## config.mk

```make
export PLATFORM = sky130hd
export DESIGN_NAME = lirf_fifo
export DESIGN_NICKNAME = d
export VERILOG_FILES = /design/src/rtl/lirf_pkg.sv /design/src/rtl/lirf_fifo.sv
export SDC_FILE = /design/constraint.sdc
export NUM_CORES = 1
export LEC_CHECK = 0
export BUFFER_PORTS_ARGS = -buffer_cell sky130_fd_sc_hd__clkbuf_2
export CAP_MARGIN = 20
export CORE_ASPECT_RATIO = 0.6
export CORE_MARGIN = 1
export CORE_UTILIZATION = 53
export CTS_BUF_LIST = sky130_fd_sc_hd__clkbuf_4
export CTS_CLUSTER_DIAMETER = 100
export DETAILED_ROUTE_END_ITERATION = 16
export GPL_TIMING_DRIVEN = 0
export PLACE_DENSITY = 0.79
export SKIP_LAST_GASP = 1
export SLEW_MARGIN = 20
export SYNTH_ARGS = -nofsm -noshare
export SYNTH_HDL_FRONTEND = slang
export SYNTH_SLANG_ARGS = --single-unit
```

## constraint.sdc

```tcl
create_clock -name clk_i -period 2.95 [get_ports clk_i]
set_clock_uncertainty 0.15 [all_clocks]
set_input_delay 0.295 -clock clk_i [delete_from_list [all_inputs] [get_ports clk_i]]
set_output_delay 0.295 -clock clk_i [all_outputs]
set_load 0.02 [all_outputs]
```

## src/rtl/lirf_pkg.sv

```systemverilog
// ----------------------------------------------------------------------------
// lirf_pkg
// Shared constants, register indexes and the job type of the resampler.
// ----------------------------------------------------------------------------
package lirf_pkg;

  localparam int SampleBits = 16;
  localparam int FadeLen    = 200;
  localparam int MaxResults = 32;
  localparam int FracBits   = 16;
  localparam int PhaseBits  = FracBits + 1;
  localparam int StepBits   = 17;
  localparam int LenBits    = 24;
  localparam int CfgAddrW   = 1;
  localparam int CfgDataW   = 24;

  localparam int FadeW = $clog2(FadeLen + 1);
  localparam int NW    = $clog2(MaxResults + 1);

  localparam logic [CfgAddrW-1:0] RegPhaseStep    = 1'd0;
  localparam logic [CfgAddrW-1:0] RegOutputLength = 1'd1;

  // Job queue
  localparam int QDepth = 4;
  localparam int QAW    = $clog2(QDepth);

  // Datapath widths
  localparam int SumW = SampleBits + FracBits + 1;
  localparam int MagW = SampleBits + FracBits;
  localparam int P1W  = MagW + FadeW;
  localparam int P2W  = MagW + 2 * FadeW;
  localparam int QuoW = SampleBits;

  // Gain denominator is FadeLen squared; the phase scale is a plain shift.
  localparam longint unsigned FadeDen   = longint'(FadeLen) * longint'(FadeLen);
  localparam longint unsigned RoundHalf = (longint'(1) << FracBits) * FadeDen / 2;
  localparam int MW = $clog2(((longint'(1) << (SampleBits - 1)) + 1) * FadeDen);
  localparam int RecipK = MW + $clog2(FadeDen);
  localparam longint unsigned Recip = ((longint'(1) << RecipK) + FadeDen - 1) / FadeDen;
  localparam int RW    = $clog2(Recip + 1);
  localparam int ProdW = MW + RW;

  typedef struct packed {
    logic signed [SampleBits-1:0] prev;
    logic signed [SampleBits-1:0] cur;
    logic [FracBits-1:0]          frac;
    logic [FadeW-1:0]             gain_in;
    logic [FadeW-1:0]             gain_out;
    logic                         last;
  } job_t;

endpackage

```

## src/rtl/lirf_fifo.sv

```systemverilog
// ----------------------------------------------------------------------------
// lirf_fifo
// Short job queue between the sequencer and the arithmetic pipeline.
// ----------------------------------------------------------------------------
module lirf_fifo (
  input  logic            clk_i,
  input  logic            rst_ni,
  input  logic            push_i,
  input  lirf_pkg::job_t  data_i,
  input  logic            pop_i,
  output lirf_pkg::job_t  data_o,
  output logic            full_o,
  output logic            empty_o
);

  lirf_pkg::job_t                 mem_q [lirf_pkg::QDepth];
  logic [lirf_pkg::QAW-1:0]       wr_ptr_q, rd_ptr_q;
  logic [lirf_pkg::QAW:0]         cnt_q;
  logic                           do_push, do_pop;

  assign full_o  = (cnt_q == (lirf_pkg::QAW + 1)'(lirf_pkg::QDepth));
  assign empty_o = (cnt_q == '0);
  assign do_push = push_i && !full_o;
  assign do_pop  = pop_i && !empty_o;
  assign data_o  = mem_q[rd_ptr_q];

  always_ff @(posedge clk_i or negedge rst_ni) begin
    if (!rst_ni) begin
      wr_ptr_q <= '0;
      rd_ptr_q <= '0;
      cnt_q    <= '0;
    end else begin
      if (do_push) wr_ptr_q <= wr_ptr_q + 1'b1;
      if (do_pop) rd_ptr_q <= rd_ptr_q + 1'b1;
      if (do_push && !do_pop) begin
        cnt_q <= cnt_q + 1'b1;
      end else if (do_pop && !do_push) begin
        cnt_q <= cnt_q - 1'b1;
      end
    end
  end

  always_ff @(posedge clk_i) begin
    if (do_push) mem_q[wr_ptr_q] <= data_i;
  end

endmodule

```

Word-level counts from Yosys, hierarchy flattened --
Memories as Yosys holds them, arrays and structs flattened. Cells that the tools add are included.
Word-level totals: bits in registers 7, memory bits (writable) 260, logic and storage cells 23, memories kept 1, input port bits 69, output and inout port bits 67
Cells by class: mux-type cells 4, equality and inequality tests 1, $add $sub $neg 4, reductions and logical operators 10
Memories:
- mem_q | words 4, bits a word 65, read ports 1, clocked after memory_dff 0, write ports 1, RTL line lirf_fifo.sv:16 | lirf_pkg::job_t mem_q [lirf_pkg::QDepth];
Operators by type and width (count):
- $mux W3 | 2
- $add A2 B1 Y2 const B | 2
- $logic_and A1 B1 Y1 | 4
- $logic_not A1 Y1 | 4
- $add A3 B1 Y3 const B | 1
- $eq A3 B3 Y1 const B | 1
- $logic_not A3 Y1 | 1
- $sub A3 B1 Y3 const B | 1
- $mux W1 | 2
- $reduce_bool A2 Y1 | 1

Logic depth before layout (Yosys ltp) --
depth after elaboration 7, gate-level depth with buffers 9, gate-level depth less buffers 8

Worst setup path before layout --
Ideal clock, no wire load.
path kind reg-to-reg, start reg cnt_q[2] (netlist bit), end mem mem_q[0][0] (netlist bit), enable pin, path buffers 1, stages on the path, launching flop included 5, period minus slack after synthesis 2.965 ns, required time 2.370 ns, data arrival time 2.385 ns, path slack -0.015 ns, setup time 0.430 ns, cells stage by stage dfrtp_1 nor3b_2 nor2b_1 buf_2 and2_1
Between the ends: word-level cells in the longest chain between the ends 5
Ends and longest elaborated chain:
- from (decl) | RTL line lirf_fifo.sv:18 | logic [lirf_pkg::QAW:0] cnt_q;
- from (signal assigned) | RTL line lirf_fifo.sv:36 | cnt_q <= cnt_q + 1'b1;
- from (signal assigned) | RTL line lirf_fifo.sv:38 | cnt_q <= cnt_q - 1'b1;
- $eq A3 B3 Y1 | RTL line lirf_fifo.sv:21 | assign full_o = (cnt_q == (lirf_pkg::QAW + 1)'(lirf_pkg::QDepth));
- via full_o | RTL line lirf_fifo.sv:12 | output logic full_o,
- $logic_not A1 Y1 | RTL line lirf_fifo.sv:23 | assign do_push = push_i && !full_o;
- $logic_and A1 B1 Y1 | RTL line lirf_fifo.sv:23
- via do_push | RTL line lirf_fifo.sv:19 | logic do_push, do_pop;
- $mux W1 | RTL line lirf_fifo.sv:44 | if (do_push) mem_q[wr_ptr_q] <= data_i;
- $mux W1 (not written as such) | RTL line lirf_fifo.sv:44
- to (decl) | RTL line lirf_fifo.sv:16
The timed path passes the listed nets, and every way through them passes these cells.

==> results_dict.tcl <==
set metrics [dict create \
    outcome "complete, no violations" \
    hpwl_um 10780 \
    fmax_mhz 377.1 \
    power_leakage_nw 4.424 \
    synth-seq-area-share_pct 81.18 \
    setup-tns-final_ns 0 \
    ys_seq_elements 267 \
    drc_errors 0 \
    cp.arrival_ns 2.21 \
    p_per_area_nw_per_um2 987.5 \
    ys_types 21 \
    final_common_cell "edfxtp_1" \
    die_w_um 177.8 \
    grt_pass1_vias 5213 \
    antenna_left 0 \
    synthFlopType "edfxtp_1" \
    syn-num-nets 451 \
    cts.reportedPaths.clkPinSlew_ns 0.07 \
    cp_data_required_time_ns 2.51 \
    rsz0062_at_grt "false" \
    antenna_found_initial 0 \
    synth-edff-count 260 \
    whs_ns 0.2531 \
    ioPinCount 136 \
    antenna_cells_inserted 0 \
    utilization_pct 68.23 \
    fp.dieH_um 107.5 \
    crit_fanout 10 \
    final_cell_mix "edfxtp_1 (260), clkbuf_2 (135), clkbuf_4 (88), dlygate4sd3_1 (69), mux4_2 (65)" \
    slew_headroom_pct 54.19 \
    finalSetupViolCount 0 \
    dp_slack_ns 0.6576 \
    total_power_mw 12.21 \
    cap_violations 0 \
    finalCritPeriodShare_pct 89.88 \
    stdcell_area_um2 12360 \
    cts_tree "yes" \
    cts_max_level 2 \
    cts.sinks 267 \
    drv_slew 0 \
    fin_nets 719 \
    overflow 0 \
    fp-row-count 38 \
    wl_um 18560 \
    placed_area_um2 10900 \
    cts_buffer_depth 3 \
    drt_iter0_markers 362 \
    syn2layout_area_growth_pct 25.69 \
    setup_slack_ns 0.2985 \
    cts_inserted_buffers 58 \
    synthesis.area_um2 9833 \
    grt_max_degree 36 \
    hold_viol 0 \
    endpoint_kind "output pin" \
    dp_cells 755 \
    wl_per_cell_um 20.02 \
    path_class "reg -> out" \
    grt_usage_pct 20.12 \
    firstDrtPassIters 4 \
    fin_cells 927 \
    vias 4922 \
    cts.repair.resized 0 \
    syn_area_per_cell_um2 26.15 \
    nFillCells 1107 \
    ys_warn_count 0 \
    min_period_ns 2.651 \
    start_util_pct 54.28 \
    grt_first_pass_wirelength_um 28120 \
    viasPerCell 5.310 \
    postSynthCellCount 376 \
    cts-root-buf "clkbuf_4" \
    io_buffers 135 \
    clock_latency_ns 0.64 \
    place.gp.congestion 0.7366 \
    async_reset_ff_share_pct 2.622 \
    start_kind "flip-flop" \
    tightest_slew_ns 0.6872 \
    post-cts-setup-buffers 0 \
    design.core.area_um2 18110 \
    ir_worst_vdd_uv 573.6 \
    drive_gt1_share_pct 45.85 \
    hold_path.class "in -> reg" \
    die_area_um2 19120 \
]
-- power breakdown --
group	leakage [nW]	total [mW]	switching (mW)	internal (mW)
clock	0.454	2.83	1.30	1.53
combinational	1.51	4.17	2.41	1.76
sequential	2.46	5.20	0.192	5.01
total	4.42	12.2	3.90	8.30
-- flip-flops by register name, summed over array words and instances (netlist names) --
register and cells:
cnt_q 3, mem_q 260, rd_ptr_q 2, wr_ptr_q 2
-- kinds of logic after synthesis --
kind of cell / after synthesis / share of synthesized area, %
flip-flops: 267 / 81.18
multiplexers: 67 / 15.12
buffers and inverters: 20 / 1.692
AND/OR/NAND/NOR: 10 / 0.6361
XOR/XNOR: 6 / 0.5344
adder cells (fa/ha/maj): 6 / 0.8398
-- area by class of cell --
type	count	area [µm²]	area share, %
Timing Repair Buffer	208	1446	11.70
Tap cell	240	300.3	2.430
Clock inverter	15	108.9	0.8807
Multi-Input combinational cell	89	1694	13.71
Inverter	4	15.01	0.1215
Buffer	16	151.4	1.225
Clock buffer	88	660.6	5.345
Sequential cell	267	7983	64.59
-- routing by layer --
| layer | GRT usage (%) | routed length, µm |
|---|---|---|
| met4 | 5.495 | 134 |
| met1 | 27.64 | 7854 |
| met3 | 5.473 | 1325 |
| met2 | 32.17 | 9245 |
| met5 | 0 | 0 |
-- cell usage after synthesis (2+ instances only) --
| cell | count | share of area, % |
|---|---|---|
| xor2_1 | 2 | 0.18 |
| xnor2_1 | 4 | 0.36 |
| mux2_2 | 2 | 0.23 |
| and2_1 | 4 | 0.25 |
| buf_2 | 6 | 0.31 |
| buf_12 | 4 | 0.81 |
| buf_4 | 3 | 0.23 |
| clkbuf_1 | 2 | 0.076 |
| mux4_2 | 65 | 15 |
| inv_1 | 4 | 0.15 |
| edfxtp_1 | 260 | 79 |
| ha_1 | 5 | 0.64 |
| dfrtp_1 | 7 | 1.8 |
-- critical path, stage by stage, from the launching register on --
cell	delay [ns]
dfrtp_1	0.37
buf_2	0.30
buf_2	0.34
mux4_2	0.37
clkbuf_2	0.17
-- final timing paths --
check	start	to	slack [ns]	cells after the start
worst min register to register	cnt_q[2]	cnt_q[2]	0.34	1
worst max-delay path	rd_ptr_q[1]	data_o[32]	0.30	4
worst min-delay path	data_i[64]	mem_q[1][64]	0.25	2
max in group asynchronous	rst_ni	wr_ptr_q[0]	1.89	3
min in group asynchronous	rst_ni	wr_ptr_q[1]	0.51	3
worst max register to register	cnt_q[0]	cnt_q[2]	0.65	8
-- repair_timing --
item | in CTS | in global routing
endpoints found under the setup margin | 0 | 0
hold endpoints to repair | 271 | 0
hold buffers | 69 | 0
(Power assumes the default switching activity.)
