File: src/rtl/lirf_pkg.sv
// ----------------------------------------------------------------------------
// lirf_pkg
// Shared constants, register indexes and the job type of the resampler.
// ----------------------------------------------------------------------------
package lirf_pkg;

  localparam int SampleBits = 16;
  localparam int FadeLen    = 200;
  localparam int MaxResults = 32;
  localparam int FracBits   = 16;
  localparam int PhaseBits  = FracBits + 1;
  localparam int StepBits   = 17;
  localparam int LenBits    = 24;
  localparam int CfgAddrW   = 1;
  localparam int CfgDataW   = 24;

  localparam int FadeW = $clog2(FadeLen + 1);
  localparam int NW    = $clog2(MaxResults + 1);

  localparam logic [CfgAddrW-1:0] RegPhaseStep    = 1'd0;
  localparam logic [CfgAddrW-1:0] RegOutputLength = 1'd1;

  // Job queue
  localparam int QDepth = 4;
  localparam int QAW    = $clog2(QDepth);

  // Datapath widths
  localparam int SumW = SampleBits + FracBits + 1;
  localparam int MagW = SampleBits + FracBits;
  localparam int P1W  = MagW + FadeW;
  localparam int P2W  = MagW + 2 * FadeW;
  localparam int QuoW = SampleBits;

  // Gain denominator is FadeLen squared; the phase scale is a plain shift.
  localparam longint unsigned FadeDen   = longint'(FadeLen) * longint'(FadeLen);
  localparam longint unsigned RoundHalf = (longint'(1) << FracBits) * FadeDen / 2;
  localparam int MW = $clog2(((longint'(1) << (SampleBits - 1)) + 1) * FadeDen);
  localparam int RecipK = MW + $clog2(FadeDen);
  localparam longint unsigned Recip = ((longint'(1) << RecipK) + FadeDen - 1) / FadeDen;
  localparam int RW    = $clog2(Recip + 1);
  localparam int ProdW = MW + RW;

  typedef struct packed {
    logic signed [SampleBits-1:0] prev;
    logic signed [SampleBits-1:0] cur;
    logic [FracBits-1:0]          frac;
    logic [FadeW-1:0]             gain_in;
    logic [FadeW-1:0]             gain_out;
    logic                         last;
  } job_t;

endpackage

File: src/rtl/lirf_back.sv
// ----------------------------------------------------------------------------
// lirf_back
// Arithmetic pipeline: interpolate, apply fade gains, round, divide by the gain
// denominator, and hold the result in an output register.
// ----------------------------------------------------------------------------
module lirf_back (
  input  logic                               clk_i,
  input  logic                               rst_ni,
  input  lirf_pkg::job_t                     job_i,
  input  logic                               empty_i,
  output logic                               pop_o,
  output logic                               m_axis_tvalid_o,
  input  logic                               m_axis_tready_i,
  output logic signed [lirf_pkg::SampleBits-1:0] sample_o,
  output logic                               last_o
);

  logic                                 en;
  logic [5:1]                           v_q;
  logic                                 out_valid_q;

  logic signed [lirf_pkg::SampleBits:0] diff;
  logic signed [lirf_pkg::SumW:0]       sum_wide;
  logic [lirf_pkg::SumW-1:0]            s1_abs;
  logic [lirf_pkg::MagW-1:0]            s1_mag;
  logic [lirf_pkg::P2W-1:0]             s3_round;
  logic [lirf_pkg::ProdW-1:0]           s4_prod;

  logic [lirf_pkg::SumW-1:0]            s1_sum_q;
  logic [lirf_pkg::FadeW-1:0]           s1_gin_q, s1_gout_q, s2_gout_q;
  logic [lirf_pkg::P1W-1:0]             s2_p1_q;
  logic [lirf_pkg::P2W-1:0]             s3_p2_q;
  logic [lirf_pkg::MW-1:0]              s4_m_q;
  logic [lirf_pkg::QuoW-1:0]            s5_q_q;
  logic [5:2]                           neg_q;
  logic [5:1]                           last_q;
  logic [lirf_pkg::SampleBits-1:0]      out_data_q;
  logic                                 out_last_q;

  assign en    = !out_valid_q || m_axis_tready_i;
  assign pop_o = en && !empty_i;

  assign diff     = $signed({job_i.cur[lirf_pkg::SampleBits-1], job_i.cur}) -
                    $signed({job_i.prev[lirf_pkg::SampleBits-1], job_i.prev});
  assign sum_wide = $signed({{2{job_i.prev[lirf_pkg::SampleBits-1]}}, job_i.prev,
                    {lirf_pkg::FracBits{1'b0}}}) + diff * $signed({1'b0, job_i.frac});
  assign s1_abs   = s1_sum_q[lirf_pkg::SumW-1] ? (~s1_sum_q + 1'b1) : s1_sum_q;
  assign s1_mag   = s1_abs[lirf_pkg::MagW-1:0];
  assign s3_round = s3_p2_q + lirf_pkg::P2W'(lirf_pkg::RoundHalf);
  assign s4_prod  = lirf_pkg::ProdW'(s4_m_q) * lirf_pkg::ProdW'(lirf_pkg::Recip);

  always_ff @(posedge clk_i or negedge rst_ni) begin
    if (!rst_ni) begin
      v_q         <= '0;
      out_valid_q <= 1'b0;
    end else if (en) begin
      v_q         <= {v_q[4:1], pop_o};
      out_valid_q <= v_q[5];
    end
  end

  always_ff @(posedge clk_i) begin
    if (en) begin
      s1_sum_q   <= sum_wide[lirf_pkg::SumW-1:0];
      s1_gin_q   <= job_i.gain_in;
      s1_gout_q  <= job_i.gain_out;
      last_q[1]  <= job_i.last;

      s2_p1_q    <= lirf_pkg::P1W'(s1_mag) * lirf_pkg::P1W'(s1_gin_q);
      s2_gout_q  <= s1_gout_q;
      neg_q[2]   <= s1_sum_q[lirf_pkg::SumW-1];
      last_q[2]  <= last_q[1];

      s3_p2_q    <= lirf_pkg::P2W'(s2_p1_q) * lirf_pkg::P2W'(s2_gout_q);
      neg_q[3]   <= neg_q[2];
      last_q[3]  <= last_q[2];

      s4_m_q     <= s3_round[lirf_pkg::FracBits +: lirf_pkg::MW];
      neg_q[4]   <= neg_q[3];
      last_q[4]  <= last_q[3];

      s5_q_q     <= s4_prod[lirf_pkg::RecipK +: lirf_pkg::QuoW];
      neg_q[5]   <= neg_q[4];
      last_q[5]  <= last_q[4];

      out_data_q <= neg_q[5] ? (~s5_q_q + 1'b1) : s5_q_q;
      out_last_q <= last_q[5];
    end
  end

  assign m_axis_tvalid_o = out_valid_q;
  assign sample_o        = $signed(out_data_q);
  assign last_o          = out_last_q;

  a_pop_has_data : assert property (@(posedge clk_i) disable iff (!rst_ni)
    pop_o |-> !empty_i) else $error("pop from empty queue");

  a_stall_holds : assert property (@(posedge clk_i) disable iff (!rst_ni)
    (out_valid_q && !m_axis_tready_i) |=> $stable(v_q)) else $error("pipeline moved on stall");

  a_out_from_pipe : assert property (@(posedge clk_i) disable iff (!rst_ni)
    $rose(out_valid_q) |-> $past(v_q[5])) else $error("output without pipeline data");

endmodule

File: config.mk
export PLATFORM = sky130hd
export DESIGN_NAME = lirf_back
export DESIGN_NICKNAME = d
export VERILOG_FILES = /design/src/rtl/lirf_pkg.sv /design/src/rtl/lirf_back.sv
export SDC_FILE = /design/constraint.sdc
export NUM_CORES = 2
export LEC_CHECK = 0
export BUFFER_PORTS_ARGS = -buffer_cell sky130_fd_sc_hd__buf_2
export CORE_ASPECT_RATIO = 1.4
export CORE_UTILIZATION = 55
export CTS_CLUSTER_DIAMETER = 60
export DETAILED_ROUTE_END_ITERATION = 7
export PLACE_DENSITY = 0.82
export SYNTH_ARGS = -nofsm -noshare
export SYNTH_HDL_FRONTEND = slang
export SYNTH_SLANG_ARGS = --single-unit
File: constraint.sdc
create_clock -name clk_i -period 6.83 [get_ports clk_i]
set_clock_uncertainty 0.2 [all_clocks]
set_input_delay 1.366 -clock clk_i [delete_from_list [all_inputs] [get_ports clk_i]]
set_output_delay 1.366 -clock clk_i [all_outputs]
set_load 0.03 [all_outputs]
# == Word level (Yosys, flattened, before mapping) ==
# Cells that the tools add are included.
# word_totals
ff_bits,223
latch_bits,0
ramBits,0
rom_bits,0
in_bits,69
out_inout_bits,19
wordCells,31
mem_count,0
# classes
add_sub_neg,5
n_mul,4
n_div,0
order_cmp,0
eq_ne,0
shift,0
muxes,2
bitwise_logic,2
reduce_logical,4
# ops
op,n
"multiplier 31 x 32 -> 63 bit, second input constant",1
"adder 47 x 31 -> 47 bit, second input constant",1
multiplier 40 x 8 -> 47 bit,1
multiplier 32 x 8 -> 40 bit,1
adder 32 x 33 -> 33 bit,1
multiplier 17 x 17 -> 33 bit,1
"adder 32 x 1 -> 32 bit, second input constant",1
2-to-1 mux 32 bit,1
NOT 32 bit,1
subtractor 16 x 16 -> 17 bit,1
"adder 16 x 1 -> 16 bit, second input constant",1
2-to-1 mux 16 bit,1
NOT 16 bit,1
logical NOT 1 bit,2
logical AND 1 bit,1
logical OR 1 bit,1

# == Longest topological paths before layout ==
# depth
depth_word,4
mapped_depth,36
mapped_depth_nobuf,35

# == Worst setup path before layout ==
# No wires, ideal clock.
# synth_timing
kind,input port to flip-flop
start,in job_i[51] (netlist name)
end,"reg s1_sum_q[32] (netlist name), data pin"
setup_time_ns,0.260
t_arrival_ns,9.004
t_required_ns,6.370
setup_slack_ns,-2.634
stages,31
path_buffers,2
cell_sequence,inv_1 > ha_1 > nor2b_1 > o21ai_0 > a21boi_0 > o21ai_0 > a21o_1 > a21oi_1 > o31a_1 > a41oi_1 > clkbuf_1 > nand2_1 > fa_1 > inv_1 > fa_1 > clkbuf_1 > inv_1 > fa_1 > inv_1 > fa_1 > fa_1 > inv_1 > fa_1 > inv_1 > ha_1 > or4_1 > o22a_1 > a311oi_1 > o21bai_1 > a21oi_1 > xnor2_1
# synth_between
elab_chain_cells,3
# synth_rtl
item,line_no,text
start: declaration,lirf_back.sv:9,"input lirf_pkg::job_t job_i,"
subtractor 16 x 16 -> 17 bit,lirf_back.sv:43,"assign diff = $signed({job_i.cur[lirf_pkg::SampleBits-1], job_i.cur}) -"
multiplier 17 x 17 -> 33 bit,lirf_back.sv:46,"{lirf_pkg::FracBits{1'b0}}}) + diff * $signed({1'b0, job_i.frac});"
adder 32 x 33 -> 33 bit (*),lirf_back.sv:46,
via sum_wide (one bit),lirf_back.sv:23,logic signed [lirf_pkg::SumW:0] sum_wide;
end signal: assignment,lirf_back.sv:64,s1_sum_q <= sum_wide[lirf_pkg::SumW-1:0];
end: declaration,lirf_back.sv:29,logic [lirf_pkg::SumW-1:0] s1_sum_q;
# Mark *: on every way through the listed nets, which the timed path passes. The rest lies on a longest branch.
# A chain may end at the register's enable or synchronous reset.

# == Worst setup path in the final report ==
# layout_timing
start,in job_i[33] (netlist name)
end,"reg s1_sum_q[32] (netlist name), data pin"
# layout_between
elab_chain_cells,3
# layout_rtl
item,line_no
subtractor 16 x 16 -> 17 bit,lirf_back.sv:43
multiplier 17 x 17 -> 33 bit,lirf_back.sv:46
adder 32 x 33 -> 33 bit,lirf_back.sv:46
via sum_wide (one bit),lirf_back.sv:23
# The timed path passes the listed nets, and every way through them passes these cells.

==> impl_summary.log <==
INFO  metric run_status = finished, violations left
INFO  metric violated_checks = setup timing
INFO  metric final_hold_viol_count = 0
INFO  metric critical-path-max-stage-delay = 560 ps
INFO  metric synth_edf_count = 201
INFO  metric layout_min_cycle_time = 8634 ps
INFO  metric io_buffer_count = 87
INFO  metric r2r_end = s2_p1_q[38]$_DFFE_PN_
INFO  metric drv.max_cap_violation_count = 0
INFO  metric wire_per_inst = 20.31 um
INFO  metric async_reset_ff_share = 2.899%
INFO  metric hold_wc_path_type = flop to flop
INFO  metric count_of_final_setup_violators = 50
INFO  metric yosys-top-cells-area = sky130_fd_sc_hd__fa_1, sky130_fd_sc_hd__ha_1, sky130_fd_sc_hd__edfxtp_1
INFO  metric worst_hold_path.num_cells = 0
INFO  metric yosys_register_bits = 207
INFO  metric via_count = 41130
INFO  metric ant_nets = 0
INFO  metric design_area = 64490 um^2
INFO  metric netlist_area_before_placement = 53230 um^2
INFO  metric design.portCount = 88
INFO  metric postSynth.topFlopCell = sky130_fd_sc_hd__edfxtp_1
INFO  metric final.setup.worst_slack = -1804 ps
INFO  metric globalRoute.totalOverflow = 0
INFO  metric grt_pass1_vias = 46970
INFO  metric post-synth-top-count-cell = sky130_fd_sc_hd__inv_1
INFO  metric synth.lib_cells_used.distinct = 73
INFO  metric grt_antenna_before_repair = 3
INFO  metric synthTopCellsByCount = sky130_fd_sc_hd__inv_1, sky130_fd_sc_hd__fa_1, sky130_fd_sc_hd__ha_1
INFO  metric yosys.area.top_type_share = 42.04%
INFO  metric drc = 0
INFO  metric cts.reportedPaths.clkPinSlew = 60 ps
INFO  metric final_max_slew_viol_count = 0
INFO  metric detailedRoute.firstIterationViolations = 1943
INFO  metric placement_rows = 134
INFO  metric required = 6950 ps
INFO  metric critical_path_class = primary input to flop
INFO  metric grt_pass1_wl = 236100 um
INFO  metric syn-instance-count = 5407
INFO  metric max_clock_freq = 0.1158 GHz
INFO  metric route.detailed.vias_per_inst = 5.520
INFO  metric die_w = 264.9 um
INFO  metric grt_setup_unrepaired = yes
INFO  metric syn-num-nets = 7198
INFO  metric critical_path.startpoint = job_i[33]
INFO  metric drtPass1Iterations = 6
INFO  metric clk_root_buffer_cell = sky130_fd_sc_hd__clkbuf_16
INFO  metric design.core.area = 95570 um^2
INFO  metric grt_max_degree = 115
INFO  metric slew-limit-headroom = 12.02%
INFO  metric postRouteWirelength = 151400 um
INFO  metric fin_crit_sh = 126.4%
INFO  metric critPathSlowestCell = sky130_fd_sc_hd__fa_2
INFO  metric layout-drive-gt1-share = 22.19%
INFO  metric start_util = 55.70%
INFO  metric worst_ep_arrival_time = 8760 ps
INFO  metric seq_area_frac_synth = 11.62%
INFO  metric end_kind = flop
INFO  metric worst_setup_path_start_kind = primary input
INFO  metric cts.sinks = 207
INFO  metric timing.critical_path.fanout_max = 5
INFO  metric area.growth.synth_to_final = 21.15%
INFO  metric r2r_startpoint = s1_sum_q[14]$_DFFE_PN_
INFO  metric clock_tree_from_tritoncts = done
INFO  metric die_height = 370.1 um
INFO  metric endpoint = s1_sum_q[32]$_DFFE_PN_
INFO  metric cts_made_buffers = 26
INFO  metric htreeDepth = 1
INFO  metric tightest_slew = 1314 ps
INFO  metric grt_use_total = 31.07%
INFO  metric nNetsFinal = 7999
INFO  metric clock_latency = 570 ps
INFO  metric dieArea = 98050 um^2
INFO  metric synth-warning-count = 0
INFO  metric clock_tree.buffer_depth = 3
INFO  metric finalWeightedCongestion = 0.9987
INFO  metric placedInstanceArea = 60810 um^2
INFO  metric syn_avg_cell_area = 9.845 um^2
INFO  metric worst-r2r-cell-count = 24
INFO  metric regToRegSetupSlack = -910 ps
INFO  metric cpMostUsedCell = sky130_fd_sc_hd__fa_1
INFO  metric synth_top_area_cell = sky130_fd_sc_hd__fa_1
INFO  metric dp_hpwl = 125900 um
-- worst min-delay path by stage --
stage                   startpoint                   to
6_report       last_q[5]$_DFFE_PN_     last_o$_DFFE_PN_
3_3_place_gp   last_q[4]$_DFFE_PN_  last_q[5]$_DFFE_PN_
2_1_floorplan  last_q[5]$_DFFE_PN_     last_o$_DFFE_PN_
3_5_place_dp   last_q[4]$_DFFE_PN_  last_q[5]$_DFFE_PN_
4_1_cts        last_q[5]$_DFFE_PN_     last_o$_DFFE_PN_
5_1_grt        last_q[5]$_DFFE_PN_     last_o$_DFFE_PN_
-- logic make-up after synthesis --
logic type / after synthesis / synth area share [%]
adder cells (fa/ha/maj): 1722 / 56.24
buffers and inverters: 1535 / 10.82
AND/OR/NAND/NOR: 1269 / 12.04
AO/OA/AOI/OAI: 460 / 5.707
XOR/XNOR: 209 / 3.467
flip-flops: 207 / 11.62
multiplexers: 5 / 0.1034
-- metal layers --
layer	global-route usage, %	wire length, um
met1	28.93	48030
met2	61.43	83780
met3	3.250	5877
met4	23.11	13670
met5	0	13
-- cell type report --
cell class                      instances  area, um^2
Timing Repair Buffer                  912        7027
Antenna cell                            1       2.502
Multi-Input combinational cell       3665       43610
Sequential cell                       207        6186
Clock inverter                         16       167.7
Tap cell                             1224        1531
Inverter                             1396        5280
Clock buffer                           31       690.7
Fill cell                            6726       31080
-- layout by cell type (no fill, tap or decap), types with 64 or more instances in the layout --
cell	instances
sky130_fd_sc_hd__xnor2_1	141
sky130_fd_sc_hd__a21o_1	64
sky130_fd_sc_hd__ha_1	546
sky130_fd_sc_hd__fa_1	1075
sky130_fd_sc_hd__and2_1	348
sky130_fd_sc_hd__nand2_1	506
sky130_fd_sc_hd__a21oi_1	76
sky130_fd_sc_hd__buf_4	752
sky130_fd_sc_hd__inv_1	1331
sky130_fd_sc_hd__edfxtp_1	201
sky130_fd_sc_hd__nor2_1	71
sky130_fd_sc_hd__buf_2	85
-- repair_timing --
action | in CTS | in global routing
hold buffers | 0 | 0
endpoints found under the setup margin | 51 | 60
buffers inserted | 66 | 54
gates cloned | 1 | 0
pin swaps | 181 | 180
gates resized for setup | 257 | 202
-- sequential cells by signal, indices dropped and copies added, names as in the netlist --
name and flops:
s4_m_q 31, s1_gin_q 8, s1_sum_q 33, s1_gout_q 8, neg_q 4, sample_o 16
last_q 5, m_axis_tvalid_o 1, last_o 1, s5_q_q 16, s2_gout_q 8, s2_p1_q 40
s3_p2_q 31, v_q 5
-- metrics by stage --
stage | util [%] | TNS (ps) | setup slack [ps] | instances | hold WS, ps
floorplan | - | -25880 | -1739 | 5407 | 200.3
global placement | 63.63 | -56890 | -2295 | 7297 | 200.4
detailed placement | 63.63 | -63710 | -2471 | 7297 | 205.2
CTS | 66.21 | -38160 | -1603 | 7405 | 210.0
global route | 67.48 | -54370 | -1985 | 7451 | 206.6
finish | 67.48 | -46140 | -1804 | 7452 | 209.2
-- critical path: cells and delay by family --
kind / cells / cell delay, ps
buf+inv: 11 / 1050
simple gates: 3 / 340
compound gates: 13 / 2190
fa+ha+maj: 9 / 3710
xor+xnor: 1 / 90
Power is not shown: default switching activity piles up to over one toggle a cycle in this logic, so the estimate is an artifact.
