File: src/rtl/lirf_pkg.sv
// ----------------------------------------------------------------------------
// lirf_pkg
// Shared constants, register indexes and the job type of the resampler.
// ----------------------------------------------------------------------------
package lirf_pkg;

  localparam int SampleBits = 16;
  localparam int FadeLen    = 200;
  localparam int MaxResults = 32;
  localparam int FracBits   = 16;
  localparam int PhaseBits  = FracBits + 1;
  localparam int StepBits   = 17;
  localparam int LenBits    = 24;
  localparam int CfgAddrW   = 1;
  localparam int CfgDataW   = 24;

  localparam int FadeW = $clog2(FadeLen + 1);
  localparam int NW    = $clog2(MaxResults + 1);

  localparam logic [CfgAddrW-1:0] RegPhaseStep    = 1'd0;
  localparam logic [CfgAddrW-1:0] RegOutputLength = 1'd1;

  // Job queue
  localparam int QDepth = 4;
  localparam int QAW    = $clog2(QDepth);

  // Datapath widths
  localparam int SumW = SampleBits + FracBits + 1;
  localparam int MagW = SampleBits + FracBits;
  localparam int P1W  = MagW + FadeW;
  localparam int P2W  = MagW + 2 * FadeW;
  localparam int QuoW = SampleBits;

  // Gain denominator is FadeLen squared; the phase scale is a plain shift.
  localparam longint unsigned FadeDen   = longint'(FadeLen) * longint'(FadeLen);
  localparam longint unsigned RoundHalf = (longint'(1) << FracBits) * FadeDen / 2;
  localparam int MW = $clog2(((longint'(1) << (SampleBits - 1)) + 1) * FadeDen);
  localparam int RecipK = MW + $clog2(FadeDen);
  localparam longint unsigned Recip = ((longint'(1) << RecipK) + FadeDen - 1) / FadeDen;
  localparam int RW    = $clog2(Recip + 1);
  localparam int ProdW = MW + RW;

  typedef struct packed {
    logic signed [SampleBits-1:0] prev;
    logic signed [SampleBits-1:0] cur;
    logic [FracBits-1:0]          frac;
    logic [FadeW-1:0]             gain_in;
    logic [FadeW-1:0]             gain_out;
    logic                         last;
  } job_t;

endpackage

File: src/rtl/lirf_front.sv
// ----------------------------------------------------------------------------
// lirf_front
// Accepts source samples, tracks phase and output count, and issues one job
// per output sample into the queue.
// ----------------------------------------------------------------------------
module lirf_front (
  input  logic                                clk_i,
  input  logic                                rst_ni,
  input  logic                                s_axis_tvalid_i,
  output logic                                s_axis_tready_o,
  input  logic signed [lirf_pkg::SampleBits-1:0] sample_i,
  input  logic                                is_last_i,
  input  logic [lirf_pkg::StepBits-1:0]       step_i,
  input  logic [lirf_pkg::LenBits-1:0]        len_i,
  input  logic                                full_i,
  output logic                                push_o,
  output lirf_pkg::job_t                      job_o
);

  localparam logic [1:0] ST_IDLE = 2'd0;
  localparam logic [1:0] ST_IVAL = 2'd1;
  localparam logic [1:0] ST_TAIL = 2'd2;

  logic [1:0]                              state_q, state_d;
  logic signed [lirf_pkg::SampleBits-1:0]  prev_q, prev_d, cur_q, cur_d;
  logic [lirf_pkg::PhaseBits:0]            phase_q, phase_d;
  logic [lirf_pkg::LenBits-1:0]            count_q, count_d;
  logic [lirf_pkg::NW-1:0]                 n_q, n_d;
  logic                                    first_q, first_d;
  logic                                    last_in_q, last_in_d;

  logic                                    cnt_lt, n_lt, ival_go, tail_go, emit_go, tail_done;
  logic                                    phase_wrap;
  logic [lirf_pkg::PhaseBits:0]            phase_sum;
  logic [lirf_pkg::LenBits:0]              count_inc;
  logic [lirf_pkg::LenBits-1:0]            rem;

  assign cnt_lt     = count_q < len_i;
  assign n_lt       = n_q != lirf_pkg::NW'(lirf_pkg::MaxResults);
  assign phase_wrap = |phase_q[lirf_pkg::PhaseBits:lirf_pkg::FracBits];
  assign ival_go    = !phase_wrap && cnt_lt && n_lt;
  assign tail_go    = cnt_lt && n_lt;
  assign emit_go    = ((state_q == ST_IVAL) && ival_go) || ((state_q == ST_TAIL) && tail_go);
  assign push_o     = emit_go && !full_i;
  assign tail_done  = (state_q == ST_TAIL) && !tail_go;
  assign phase_sum  = phase_q + (lirf_pkg::PhaseBits + 1)'(step_i);
  assign count_inc  = {1'b0, count_q} + 1'b1;
  assign rem        = len_i - count_q;

  assign s_axis_tready_o = (state_q == ST_IDLE);

  always_comb begin
    job_o.prev     = (state_q == ST_TAIL) ? cur_q : prev_q;
    job_o.cur      = cur_q;
    job_o.frac     = (state_q == ST_TAIL) ? '0 : phase_q[lirf_pkg::FracBits-1:0];
    job_o.gain_in  = (count_q < lirf_pkg::LenBits'(lirf_pkg::FadeLen)) ?
                     count_q[lirf_pkg::FadeW-1:0] : lirf_pkg::FadeW'(lirf_pkg::FadeLen);
    job_o.gain_out = (rem < lirf_pkg::LenBits'(lirf_pkg::FadeLen)) ?
                     rem[lirf_pkg::FadeW-1:0] : lirf_pkg::FadeW'(lirf_pkg::FadeLen);
    job_o.last     = (count_inc == {1'b0, len_i}) ||
                     (last_in_q && (n_q == lirf_pkg::NW'(lirf_pkg::MaxResults - 1)));
  end

  always_comb begin
    state_d   = state_q;
    prev_d    = prev_q;
    cur_d     = cur_q;
    phase_d   = phase_q;
    count_d   = count_q;
    n_d       = n_q;
    first_d   = first_q;
    last_in_d = last_in_q;
    unique case (state_q)
      ST_IDLE: begin
        if (s_axis_tvalid_i) begin
          cur_d     = sample_i;
          last_in_d = is_last_i;
          n_d       = '0;
          if (!first_q) begin
            first_d = 1'b1;
            phase_d = '0;
            prev_d  = sample_i;
            state_d = is_last_i ? ST_TAIL : ST_IDLE;
          end else begin
            state_d = ST_IVAL;
          end
        end
      end
      ST_IVAL: begin
        if (push_o) begin
          phase_d = phase_sum;
          count_d = count_inc[lirf_pkg::LenBits-1:0];
          n_d     = n_q + 1'b1;
        end else if (!ival_go) begin
          phase_d = phase_wrap ?
                    (phase_q - (lirf_pkg::PhaseBits + 1)'(1 << lirf_pkg::FracBits)) : '0;
          prev_d  = cur_q;
          state_d = last_in_q ? ST_TAIL : ST_IDLE;
        end
      end
      ST_TAIL: begin
        if (push_o) begin
          count_d = count_inc[lirf_pkg::LenBits-1:0];
          n_d     = n_q + 1'b1;
        end else if (tail_done) begin
          prev_d  = '0;
          phase_d = '0;
          count_d = '0;
          first_d = 1'b0;
          state_d = ST_IDLE;
        end
      end
      default: begin
        state_d = ST_IDLE;
      end
    endcase
  end

  always_ff @(posedge clk_i or negedge rst_ni) begin
    if (!rst_ni) begin
      state_q   <= ST_IDLE;
      prev_q    <= '0;
      cur_q     <= '0;
      phase_q   <= '0;
      count_q   <= '0;
      n_q       <= '0;
      first_q   <= 1'b0;
      last_in_q <= 1'b0;
    end else begin
      state_q   <= state_d;
      prev_q    <= prev_d;
      cur_q     <= cur_d;
      phase_q   <= phase_d;
      count_q   <= count_d;
      n_q       <= n_d;
      first_q   <= first_d;
      last_in_q <= last_in_d;
    end
  end

  a_push_not_full : assert property (@(posedge clk_i) disable iff (!rst_ni)
    push_o |-> !full_i) else $error("job pushed into full queue");

  a_push_in_len : assert property (@(posedge clk_i) disable iff (!rst_ni)
    push_o |-> (count_q < len_i)) else $error("job issued past output length");

  a_run_cleared : assert property (@(posedge clk_i) disable iff (!rst_ni)
    tail_done |=> ((count_q == '0) && !first_q)) else $error("run state not cleared");

endmodule

File: config.mk
export PLATFORM = sky130hd
export DESIGN_NAME = lirf_front
export DESIGN_NICKNAME = d
export VERILOG_FILES = /design/src/rtl/lirf_pkg.sv /design/src/rtl/lirf_front.sv
export SDC_FILE = /design/constraint.sdc
export NUM_CORES = 1
export LEC_CHECK = 0
export BUFFER_PORTS_ARGS = -buffer_cell sky130_fd_sc_hd__clkbuf_2
export CORE_ASPECT_RATIO = 0.9
export CORE_MARGIN = 3
export CORE_UTILIZATION = 55
export DETAILED_ROUTE_END_ITERATION = 16
export PLACE_DENSITY_LB_ADDON = 0.05
export SLEW_MARGIN = 40
export SYNTH_ARGS = -nofsm -noshare
export SYNTH_HDL_FRONTEND = slang
export SYNTH_SLANG_ARGS = --single-unit
File: constraint.sdc
create_clock -name clk_i -period 5.9 [get_ports clk_i]
set_input_delay 1.18 -clock clk_i [delete_from_list [all_inputs] [get_ports clk_i]]
set_output_delay 1.18 -clock clk_i [all_outputs]
set_load 0.03 [all_outputs]
# Yosys cells after proc, flatten, opt, wreduce, memory -nomap -nowiden

Index checks and enable logic that the tools add are counted.

Muxes and demuxes: 39
Reduce and logical (&&, ||, !) cells: 27
Add/sub/neg operators: 5
Magnitude comparators: 3
Equal/unequal tests: 15

Operator list:

| kind                                                                   | count |
|---|---|
| 16-bit two-way mux                                                     | 8 |
| 18-bit two-way mux                                                     | 7 |
| 24-bit two-way mux                                                     | 3 |
| 18-bit one-hot mux with 3 select lines                                 | 1 |
| 24-bit by 8-bit < comparator with 1-bit output (second input constant) | 2 |
| 16-bit one-hot mux with 3 select lines                                 | 1 |
| 24-bit one-hot mux with 2 select lines                                 | 1 |
| 24-bit by 1-bit adder with 25-bit output (second input constant)       | 1 |
| 25-bit by 24-bit equality test with 1-bit output                       | 1 |
| 24-bit < comparator                                                    | 1 |
| 24-bit subtractor                                                      | 1 |
| 18-bit by 17-bit adder with 18-bit output                              | 1 |
| 18-bit by 17-bit subtractor with 18-bit output (second input constant) | 1 |
| 2-bit two-way mux                                                      | 8 |
| 8-bit two-way mux                                                      | 2 |
| 2-bit != test (second input constant)                                  | 7 |
| 6-bit two-way mux                                                      | 2 |
| 6-bit one-hot mux with 2 select lines                                  | 1 |
| 1-bit logical AND                                                      | 8 |
| 7-bit AND reduction                                                    | 1 |
| 6-bit by 1-bit adder with 6-bit output (second input constant)         | 1 |
| 6-bit by 5-bit equality test with 1-bit output (second input constant) | 1 |
| 3-bit != test (second input constant)                                  | 2 |
| 6-bit != test (second input constant)                                  | 1 |
| 17 further kinds                                                       | 26 |

Bits in registers: 84
Word-level logic and storage cells: 97

# Logic depth before layout (Yosys ltp)

Gate-level depths: netlist (run 1).

Depth in word-level cells: 9
Depth in mapped cells: 14
Depth with buffers taken out: 13

# Worst setup path before layout (run 1)

No wires, ideal clock.

Kind: input-to-output
Start: input len_i[4] (netlist bit)
End: output job_o[3] (netlist bit)
Buffers on the path: 1
Path slack: 0.946 ns
Cell stages on the path: 9
Data arrival time: 3.774 ns
Cell sequence: ha_1 > buf_6 > a21o_1 > a22o_1 > o41ai_4 > a211oi_1 > nor4_1 > nand4_2 > nor3_1

RTL lines:

| what               | RTL line         | text |
|---|---|---|
| start: declaration | lirf_front.sv:14 | `input logic [lirf_pkg::LenBits-1:0] len_i,` |
| end: declaration   | lirf_front.sv:17 | `output lirf_pkg::job_t job_o` |

==> run_results.csv, run 1 <==
group,metric,value,unit
grt,gr-total-overflow,0,
cells_and_area,final_util,64.9,%
grt,antenna_found_initial,0,
clock_network,root_buffer,"clkbuf_16",
floorplan,rows,39,
logic_synthesis,synth_area,7340,µm²
logic_synthesis,synthTopCellsByCount,"94 x nor2_1, 84 x dfrtp_1, 81 x a21oi_1, 69 x nand2_1, 56 x o21ai_0",
detailed_routing,vias,6849,
grt,grtUsageTotal,25.9,%
detailed_routing,drc,0,
clock_network,cts_buffers,9,
sta,clock.fmax,0.190,GHz
floorplan,start_util,57.0,%
clock_network,clock-sinks,84,
logic_synthesis,synth_top_cell_area_share,28.6,%
logic_synthesis,ys_top_cells_by_area,"dfrtp_1 29%, ha_1 8.2%, a21oi_1 5.5%, xnor2_1 5.3%, mux2_2 5.2%",
critical_path,cp_max_fo,9,
logic_synthesis,postSynthNetCount,1008,
sta,fin_tns_setup,0,ps
sta,setup_ws,635,ps
cells_and_area,syn_to_final_growth,13.9,%
min_path,holdCritPathClass,"register to register",
logic_synthesis,synth.most_common_cell,"nor2_1",
logic_synthesis,synth_edf_count,0,
cells_and_area,drive_above_1_share,20.8,%
sta,finalSetupViolations,0,
logic_synthesis,async_flop_share,100,%
sta,period_needed,5260,ps
cells_and_area,finish.net_count,1108,
power,pwr-share-seq,26.8,%
logic_synthesis,yosys.area.top_type,"dfrtp_1",
floorplan,dieArea,14800,µm²
power,ir_drop,0.000356,V
placement,place.gp.congestion,0.968,
power,power_density,395,nW/µm²
clock_network,cts_resized,0,
clock_network,post-cts-setup-buffers,0,
critical_path,critPathCaptureType,"primary output",
power,p_int,1.72,mW
logic_synthesis,syn_area_per_cell,8.19,µm²
sta,rsz0062_at_grt,"false",
logic_synthesis,yosysUniqueCellTypes,80,
detailed_routing,final_antenna_net_count,0,
detailed_routing,first_pass_iters,5,
detailed_routing,drt_iter0_markers,527,
placement,port_buffers,128,
critical_path,rrSetupSlack,2080,ps
power,power_switching,1.59,mW
floorplan,fp.dieH,116,µm
clock_network,clock_path_buffers,2,
critical_path,start_kind,"primary input",
sta,tightest_slew,735,ps
clock_network,worst_skew_pair.late_latency,340,ps
sta,slew_viol_final,0,
clock_network,htree_levels,3,
detailed_routing,wl_per_cell,16.2,µm
grt,grt_pass1_wl,31.5,mm
sta,finClkSkew,10.4,ps
sta,period_share,89.2,%
logic_synthesis,syn_inst,896,
detailed_routing,avgViaCountPerCell,5.88,
status,status,"finished clean",
power,power_frac_clock,18.1,%
critical_path,arrival,4080,ps
job,max_cap_viol_count,0,
cells_and_area,insertedDiodeCount,0,
critical_path,critPathKind,"primary input to primary output",
logic_synthesis,ys_ff_latch,84,
clock_network,cts_tree,"done",
sta,hold_violations,0,
power,netSwitchingFraction,48.1,%
power,p_comb_share,55.1,%
sta,slew_headroom,51.0,%
placement,place_hpwl,14.3,mm
clock_network,clk_pin_slew,70,ps
critical_path,required,4720,ps
detailed_routing,totalWireLength,18.9,mm
placement,pre_cts_slack,653,ps
floorplan,fp.coreArea,12900,µm²
floorplan,io_pins,129,
logic_synthesis,ys.flop_type,"dfrtp_1",
floorplan,die_x,128,µm
logic_synthesis,yosysSeqAreaShare,28.6,%
grt,grt_pass1_vias,6349,
logic_synthesis,yosysWarningCount,0,
clock_network,postCtsHoldBufs,0,
grt,grt_start_max_net_pins,80,
power,p_leak,3.63,nW
==> cells in the final DEF (no fill, tap or decap), types with 8 or more instances in the layout <==
| cell type | n |
|---|---|
| and3_1 | 10 |
| a21oi_1 | 81 |
| nand4_1 | 18 |
| xnor2_1 | 44 |
| nor2b_1 | 34 |
| a21o_1 | 9 |
| nor2_1 | 94 |
| nor3_1 | 14 |
| clkbuf_16 | 9 |
| a211oi_1 | 13 |
| and2_1 | 9 |
| ha_1 | 47 |
| clkbuf_2 | 127 |
| nand2b_1 | 9 |
| o22ai_1 | 8 |
| nor4_1 | 9 |
| inv_1 | 41 |
| mux2_2 | 34 |
| dfrtp_1 | 84 |
| nand2_1 | 68 |
| o21ai_0 | 56 |
| xor2_1 | 24 |
| o21a_1 | 8 |
| nand3_1 | 27 |
| a31oi_1 | 11 |
| o31ai_1 | 15 |
==> flip-flops by register name, indices dropped and copies added (netlist names) <==
register   count
count_q       24
phase_q       18
cur_q         16
prev_q        16
n_q            6
state_q        2
first_q        1
last_in_q      1
==> cell type report <==
type                            instances  area, µm²
Tap cell                              164        205
Timing Repair Buffer                  133        684
Inverter                               42        158
Clock inverter                          7       88.8
Sequential cell                        84       2100
Clock buffer                            9        225
Multi-Input combinational cell        726       4890
Fill cell                            1167       4520
==> metrics by stage <==
step / instances / total power, mW / hold slack [ps] / instance area, µm²
finish: 1165 / 3.30 / 499 / 8360
floorplan: 896 / 2.25 / 462 / 7340
global placement: 1149 / 2.68 / 488 / 8030
detailed placement: 1149 / 2.71 / 486 / 8030
global route: 1165 / 3.55 / 518 / 8360
CTS: 1165 / 3.31 / 503 / 8350
==> power by group through the flow <==
| stage | sequential, mW | clock (mW) | combinational, mW |
|---|---|---|---|
| after CTS | 0.883 | 0.610 | 1.82 |
| after global routing | 0.910 | 0.632 | 2.01 |
| after detailed placement | 0.891 | 0 | 1.81 |
| after floorplan | 0.965 | 0 | 1.29 |
| final | 0.885 | 0.600 | 1.82 |
| after global placement | 0.888 | 0 | 1.80 |
==> cell families after synthesis <==
group                    synth area share (%)
XOR/XNOR                                 8.11
AND/OR/NAND/NOR                          21.3
multiplexers                             5.83
AO/OA/AOI/OAI                            22.5
buffers and inverters                    4.88
adder cells (fa/ha/maj)                  8.73
flip-flops                               28.6
==> layer usage <==
layer / part of all wire (%) / track usage, % / vias up
met2: 44 / 40.0 / 217
li1: - / - / 3431
met4: 0.80 / 3.82 / 0
met5: 0 / 0 / -
met1: 49 / 39.2 / 3187
met3: 6.9 / 4.24 / 14
==> critical path: stages <==
cell and delay (ps):
clkbuf_2 120, ha_1 460, nand4_1 250, a21o_1 280, a211oi_2 260, nor2_1 90, mux2_4 320, a2111oi_4 270
nand4_2 250, or3_1 400, clkbuf_2 190
==> path summary, 6_finish.rpt <==
kind                                 start    endpoint  depth (start not counted)
worst min-delay path            phase_q[6]  phase_q[6]                          2
min in group asynchronous           rst_ni  count_q[1]                          1
worst max-delay path              len_i[5]    job_o[4]                         11
worst max register to register  count_q[5]  phase_q[6]                         11
worst min register to register  phase_q[6]  phase_q[6]                          2
max in group asynchronous           rst_ni      n_q[4]                          2
(Power assumes the default switching activity.)
==> inputs of run 2 (changes only) <==
- PLACE_DENSITY: default -> 0.85
- PLACE_DENSITY_LB_ADDON: 0.05 -> default
- REMOVE_ABC_BUFFERS: default -> 1
==> run_results.csv, run 2 (synthesis results as in run 1) <==
group,metric,value,unit
cells_and_area,design_area,8330,µm²
job,max_cap_viol_count,0,
critical_path,critPathCaptureType,"primary output",
placement,port_buffers,128,
power,total_power,3.26,mW
sta,rsz0062_at_grt,"false",
critical_path,start_kind,"primary input",
critical_path,slowest_stage,"ha_1",
placement,place.gp.congestion,0.933,
sta,period_needed,5350,ps
cells_and_area,insertedDiodeCount,0,
cells_and_area,finish.net_count,1108,
grt,grt_start_max_net_pins,62,
clock_network,htree_levels,3,
clock_network,cts_resized,0,
critical_path,slowest_delay,480,ps
cells_and_area,syn_to_final_growth,13.5,%
floorplan,rows,39,
detailed_routing,wl_met3,1.26,mm
detailed_routing,drc,0,
critical_path,path_cells,"clkbuf_2 -> ha_1 -> nand4_1 -> a21o_1 -> a211oi_1 -> nor2_1 -> xnor2_1 -> a2111oi_4 -> nand4_2 -> or3_1 -> clkbuf_2",
grt,gr-total-overflow,0,
grt,grt_pass1_vias,6474,
power,power_density,392,nW/µm²
cells_and_area,layout_common_cells,"127 x clkbuf_2, 94 x nor2_1, 84 x dfrtp_1",
critical_path,critPathKind,"primary input to primary output",
power,p_leak,3.61,nW
power,ir_drop,0.000267,V
detailed_routing,routedLengthMet1,9.03,mm
detailed_routing,drt_iter0_markers,612,
sta,slew_headroom,55.5,%
sta,fin_tns_setup,0,ps
floorplan,fp.dieH,116,µm
clock_network,cts_tree,"done",
sta,finalSetupViolations,0,
floorplan,start_util,57.0,%
sta,hold_violations,0,
detailed_routing,highest_layer,"met4",
detailed_routing,wl_per_cell,16.8,µm
cells_and_area,multi_input_area,4890,µm²
floorplan,fp.coreArea,12900,µm²
critical_path,path_common_cell,"clkbuf_2",
detailed_routing,avgViaCountPerCell,6.00,
grt,grtUsageTotal,26.1,%
cells_and_area,reg.largest.list,"count_q x24, phase_q x18",
cells_and_area,largest-register,"count_q",
clock_network,clock_path_buffers,2,
placement,dpl-instance-area,8030,µm²
detailed_routing,final_antenna_net_count,0,
detailed_routing,totalWireLength,19.5,mm
detailed_routing,first_pass_iters,5,
sta,finClkSkew,6.34,ps
clock_network,post-cts-setup-buffers,0,
detailed_routing,route.met2.wl,9.02,mm
status,status,"finished clean",
cells_and_area,drive_above_1_share,20.8,%
sta,tightest_slew,662,ps
min_path,holdCritPathClass,"register to register",
detailed_routing,vias,6988,
clock_network,cts_buffers,9,
sta,clock.fmax,0.187,GHz
floorplan,io_pins,129,
clock_network,clk_pin_slew,60,ps
sta,slew_viol_final,0,
critical_path,required,4720,ps
cells_and_area,fill_cells,1141,
placement,place_hpwl,14.6,mm
cells_and_area,seq_area,2100,µm²
clock_network,worst_skew_pair.late_latency,340,ps
floorplan,dieArea,14800,µm²
critical_path,cp_max_fo,9,
floorplan,die_x,128,µm
clock_network,postCtsHoldBufs,0,
grt,grt_pass1_wl,31.6,mm
sta,whs,507,ps
cells_and_area,largest_register_ffs,24,
clock_network,clock-sinks,84,
clock_network,root_buffer,"clkbuf_16",
cells_and_area,mostFrequentLayoutCell,"clkbuf_2",
grt,antenna_found_initial,0,
sta,period_share,90.7,%
critical_path,arrival,4170,ps
run 2: where the power goes:
part / leakage (nW) / switching [mW] / internal (mW) / total, mW
clock: 0.138 / 0.251 / 0.292 / 0.543
combinational: 2.40 / 1.20 / 0.631 / 1.83
sequential: 1.08 / 0.145 / 0.744 / 0.889
total: 3.61 / 1.59 / 1.67 / 3.26
run 2: final timing paths:
check | slack (ps) | to | depth (start not counted) | start
min | 510 | phase_q[6] | 2 | phase_q[6]
max | 550 | job_o[4] | 11 | len_i[5]
max reg2reg | 2210 | phase_q[11] | 10 | count_q[5]
min in group asynchronous | 720 | prev_q[13] | 1 | rst_ni
max in group asynchronous | 4330 | phase_q[10] | 2 | rst_ni
min reg2reg | 510 | phase_q[6] | 2 | phase_q[6]
run 2: metrics by stage:
step	util, %	std cells	worst slack, ps
3_5_place_dp	62.3	1149	595
5_1_grt	64.6	1165	314
6_report	64.6	1165	549
4_1_cts	64.5	1165	600
3_3_place_gp	62.3	1149	573
2_1_floorplan	-	852	942
run 2: layer usage:
metal	vias to the layer above	global-route usage, %
li1	3420	-
met1	3288	36.9
met2	255	42.5
met3	25	4.75
met4	0	4.74
met5	-	0
run 2: critical path, delay by kind of cell:
kind	cells	cell delay [ps]
AND/OR/NAND/NOR	4	1000
AO/OA/AOI/OAI	3	970
adder cells (fa/ha/maj)	1	480
buffers and inverters	2	320
XOR/XNOR	1	210
run 2: cell type report:
cell class	instances	share of cell area, %
sequential	84	25.2
clock inverter	7	0.706
timing repair buffer	133	8.22
tap	164	2.46
clock buffer	9	2.70
multi-input combinational	726	58.8
inverter	42	1.89
==> inputs of run 3 (changes only) <==
- CORE_UTILIZATION: 55 -> 45
- PLACE_DENSITY: 0.85 -> 0.72
- SKIP_CTS_REPAIR_TIMING: default -> 1
==> run_results.csv, run 3 (synthesis results as in run 1) <==
group,metric,value,unit
floorplan,dieArea,17900,µm²
sta,clock.fmax,0.188,GHz
cells_and_area,reg.largest.list,"count_q x24, phase_q x18",
critical_path,critPathCaptureType,"primary output",
critical_path,start_kind,"primary input",
sta,hold_violations,0,
sta,slew_viol_final,0,
detailed_routing,avgViaCountPerCell,5.75,
clock_network,root_buffer,"clkbuf_16",
power,ir_drop,0.000315,V
cells_and_area,largest-register,"count_q",
min_path,holdCritPathClass,"register to register",
sta,period_needed,5330,ps
detailed_routing,drt_iter0_markers,544,
sta,period_share,90.3,%
placement,place.gp.congestion,0.971,
sta,finClkSkew,7.28,ps
job,max_cap_viol_count,0,
clock_network,clock-sinks,84,
detailed_routing,final_antenna_net_count,0,
critical_path,slowest_delay,470,ps
floorplan,fp.coreArea,15700,µm²
grt,antenna_found_initial,0,
cells_and_area,finish.net_count,1108,
clock_network,clk_pin_slew,60,ps
cells_and_area,fill_cells,1534,
min_path,worstHoldStart,"phase_q[14]",
floorplan,fp.dieH,127,µm
clock_network,cts_buffers,9,
placement,pre_cts_slack,631,ps
critical_path,cp_num_buf_inv,2,
critical_path,r2r-start,"count_q[5]",
cells_and_area,seq_area,2100,µm²
placement,place_hpwl,15.0,mm
grt,grt_pass1_wl,32.8,mm
status,status,"finished clean",
sta,tightest_slew,814,ps
critical_path,path_common_cell,"clkbuf_2",
power,power_density,391,nW/µm²
detailed_routing,drc,0,
critical_path,slowest_stage,"ha_1",
cells_and_area,multi_input_area,4890,µm²
grt,gr-total-overflow,0,
cells_and_area,layout_common_cells,"127 x clkbuf_2, 94 x nor2_1, 84 x dfrtp_1",
sta,setup_ws,574,ps
floorplan,rows,43,
critical_path,crit_start,"len_i[5]",
grt,grt_pass1_vias,6529,
grt,grt_start_max_net_pins,58,
critical_path,required,4720,ps
cells_and_area,insertedDiodeCount,0,
critical_path,arrival,4150,ps
power,p_leak,3.62,nW
cells_and_area,mostFrequentLayoutCell,"clkbuf_2",
clock_network,cts_tree,"done",
detailed_routing,first_pass_iters,5,
clock_network,clock_path_buffers,2,
sta,finalSetupViolations,0,
detailed_routing,totalWireLength,19.6,mm
cells_and_area,drive_above_1_share,20.8,%
detailed_routing,wl_per_cell,16.3,µm
critical_path,critPathKind,"primary input to primary output",
floorplan,io_pins,129,
critical_path,cpLargestDelayFamily,"simple AND/OR/NAND/NOR gates",
critical_path,cp_max_fo,9,
placement,port_buffers,128,
sta,slew_headroom,44.3,%
floorplan,die_x,141,µm
clock_network,worst_skew_pair.late_latency,340,ps
cells_and_area,largest_register_ffs,24,
grt,grtUsageTotal,21.8,%
detailed_routing,vias,6920,
sta,fin_tns_setup,0,ps
critical_path,path_cells,"clkbuf_2 -> ha_1 -> nand4_1 -> a21o_1 -> a211oi_2 -> nor2_1 -> mux2_4 -> a2111oi_4 -> nand4_2 -> or3_1 -> clkbuf_2",
clock_network,htree_levels,3,
floorplan,start_util,46.7,%
cells_and_area,syn_to_final_growth,14.3,%
sta,rsz0062_at_grt,"false",
run 3: cell types whose count changed in the layout (fill, tap and decap cells not counted), sizes merged:
cell,previous run,this run
bufinv,0,1
inv,45,44
clkinvlp,1,2
clkinv,3,2
run 3: area by class of cell:
class                           count  area share, %
Inverter                           42           1.88
Multi-Input combinational cell    726           58.4
Tap cell                          202           3.01
Clock inverter                      7          0.865
Sequential cell                    84           25.1
Timing Repair Buffer              133           8.12
Clock buffer                        9           2.69
run 3: per-layer routing:
metal	vias up	global-route usage, %	wire length (µm)
met4	0	3.25	120
met1	3269	32.1	9530
met5	-	0	0
met3	12	3.59	1120
met2	214	34.5	8840
li1	3425	-	-
run 3: worst reg2reg max path, delay by kind of cell (launching register included):
family	cells	cell delay, ps
simple gates	2	580
buf+inv	2	370
compound gates	5	1450
flops	1	500
fa+ha+maj	1	490
run 3: where the power goes:
part / internal (mW) / switching, mW / leakage, nW
combinational: 0.631 / 1.20 / 2.40
sequential: 0.744 / 0.139 / 1.08
clock: 0.329 / 0.236 / 0.142
total: 1.70 / 1.57 / 3.62
run 3: metrics by stage:
stage	total power [mW]	std cells	cell area (µm²)	hold slack, ps	util [%]
final	3.28	1203	8390	500	53.4
after floorplan	2.20	852	7140	462	-
after CTS	3.30	1203	8380	508	53.3
after global routing	3.53	1203	8390	527	53.4
after global placement	2.68	1187	8070	482	51.4
after detailed placement	2.72	1187	8080	494	51.4
run 3: final timing paths:
kind | slack [ps] | cells past startpoint | end
max reg2reg | 2410 | 10 | phase_q[6]
max in group asynchronous | 4080 | 2 | count_q[21]
max | 570 | 11 | job_o[4]
min in group asynchronous | 760 | 1 | phase_q[9]
min reg2reg | 500 | 2 | phase_q[14]
min | 500 | 2 | phase_q[14]
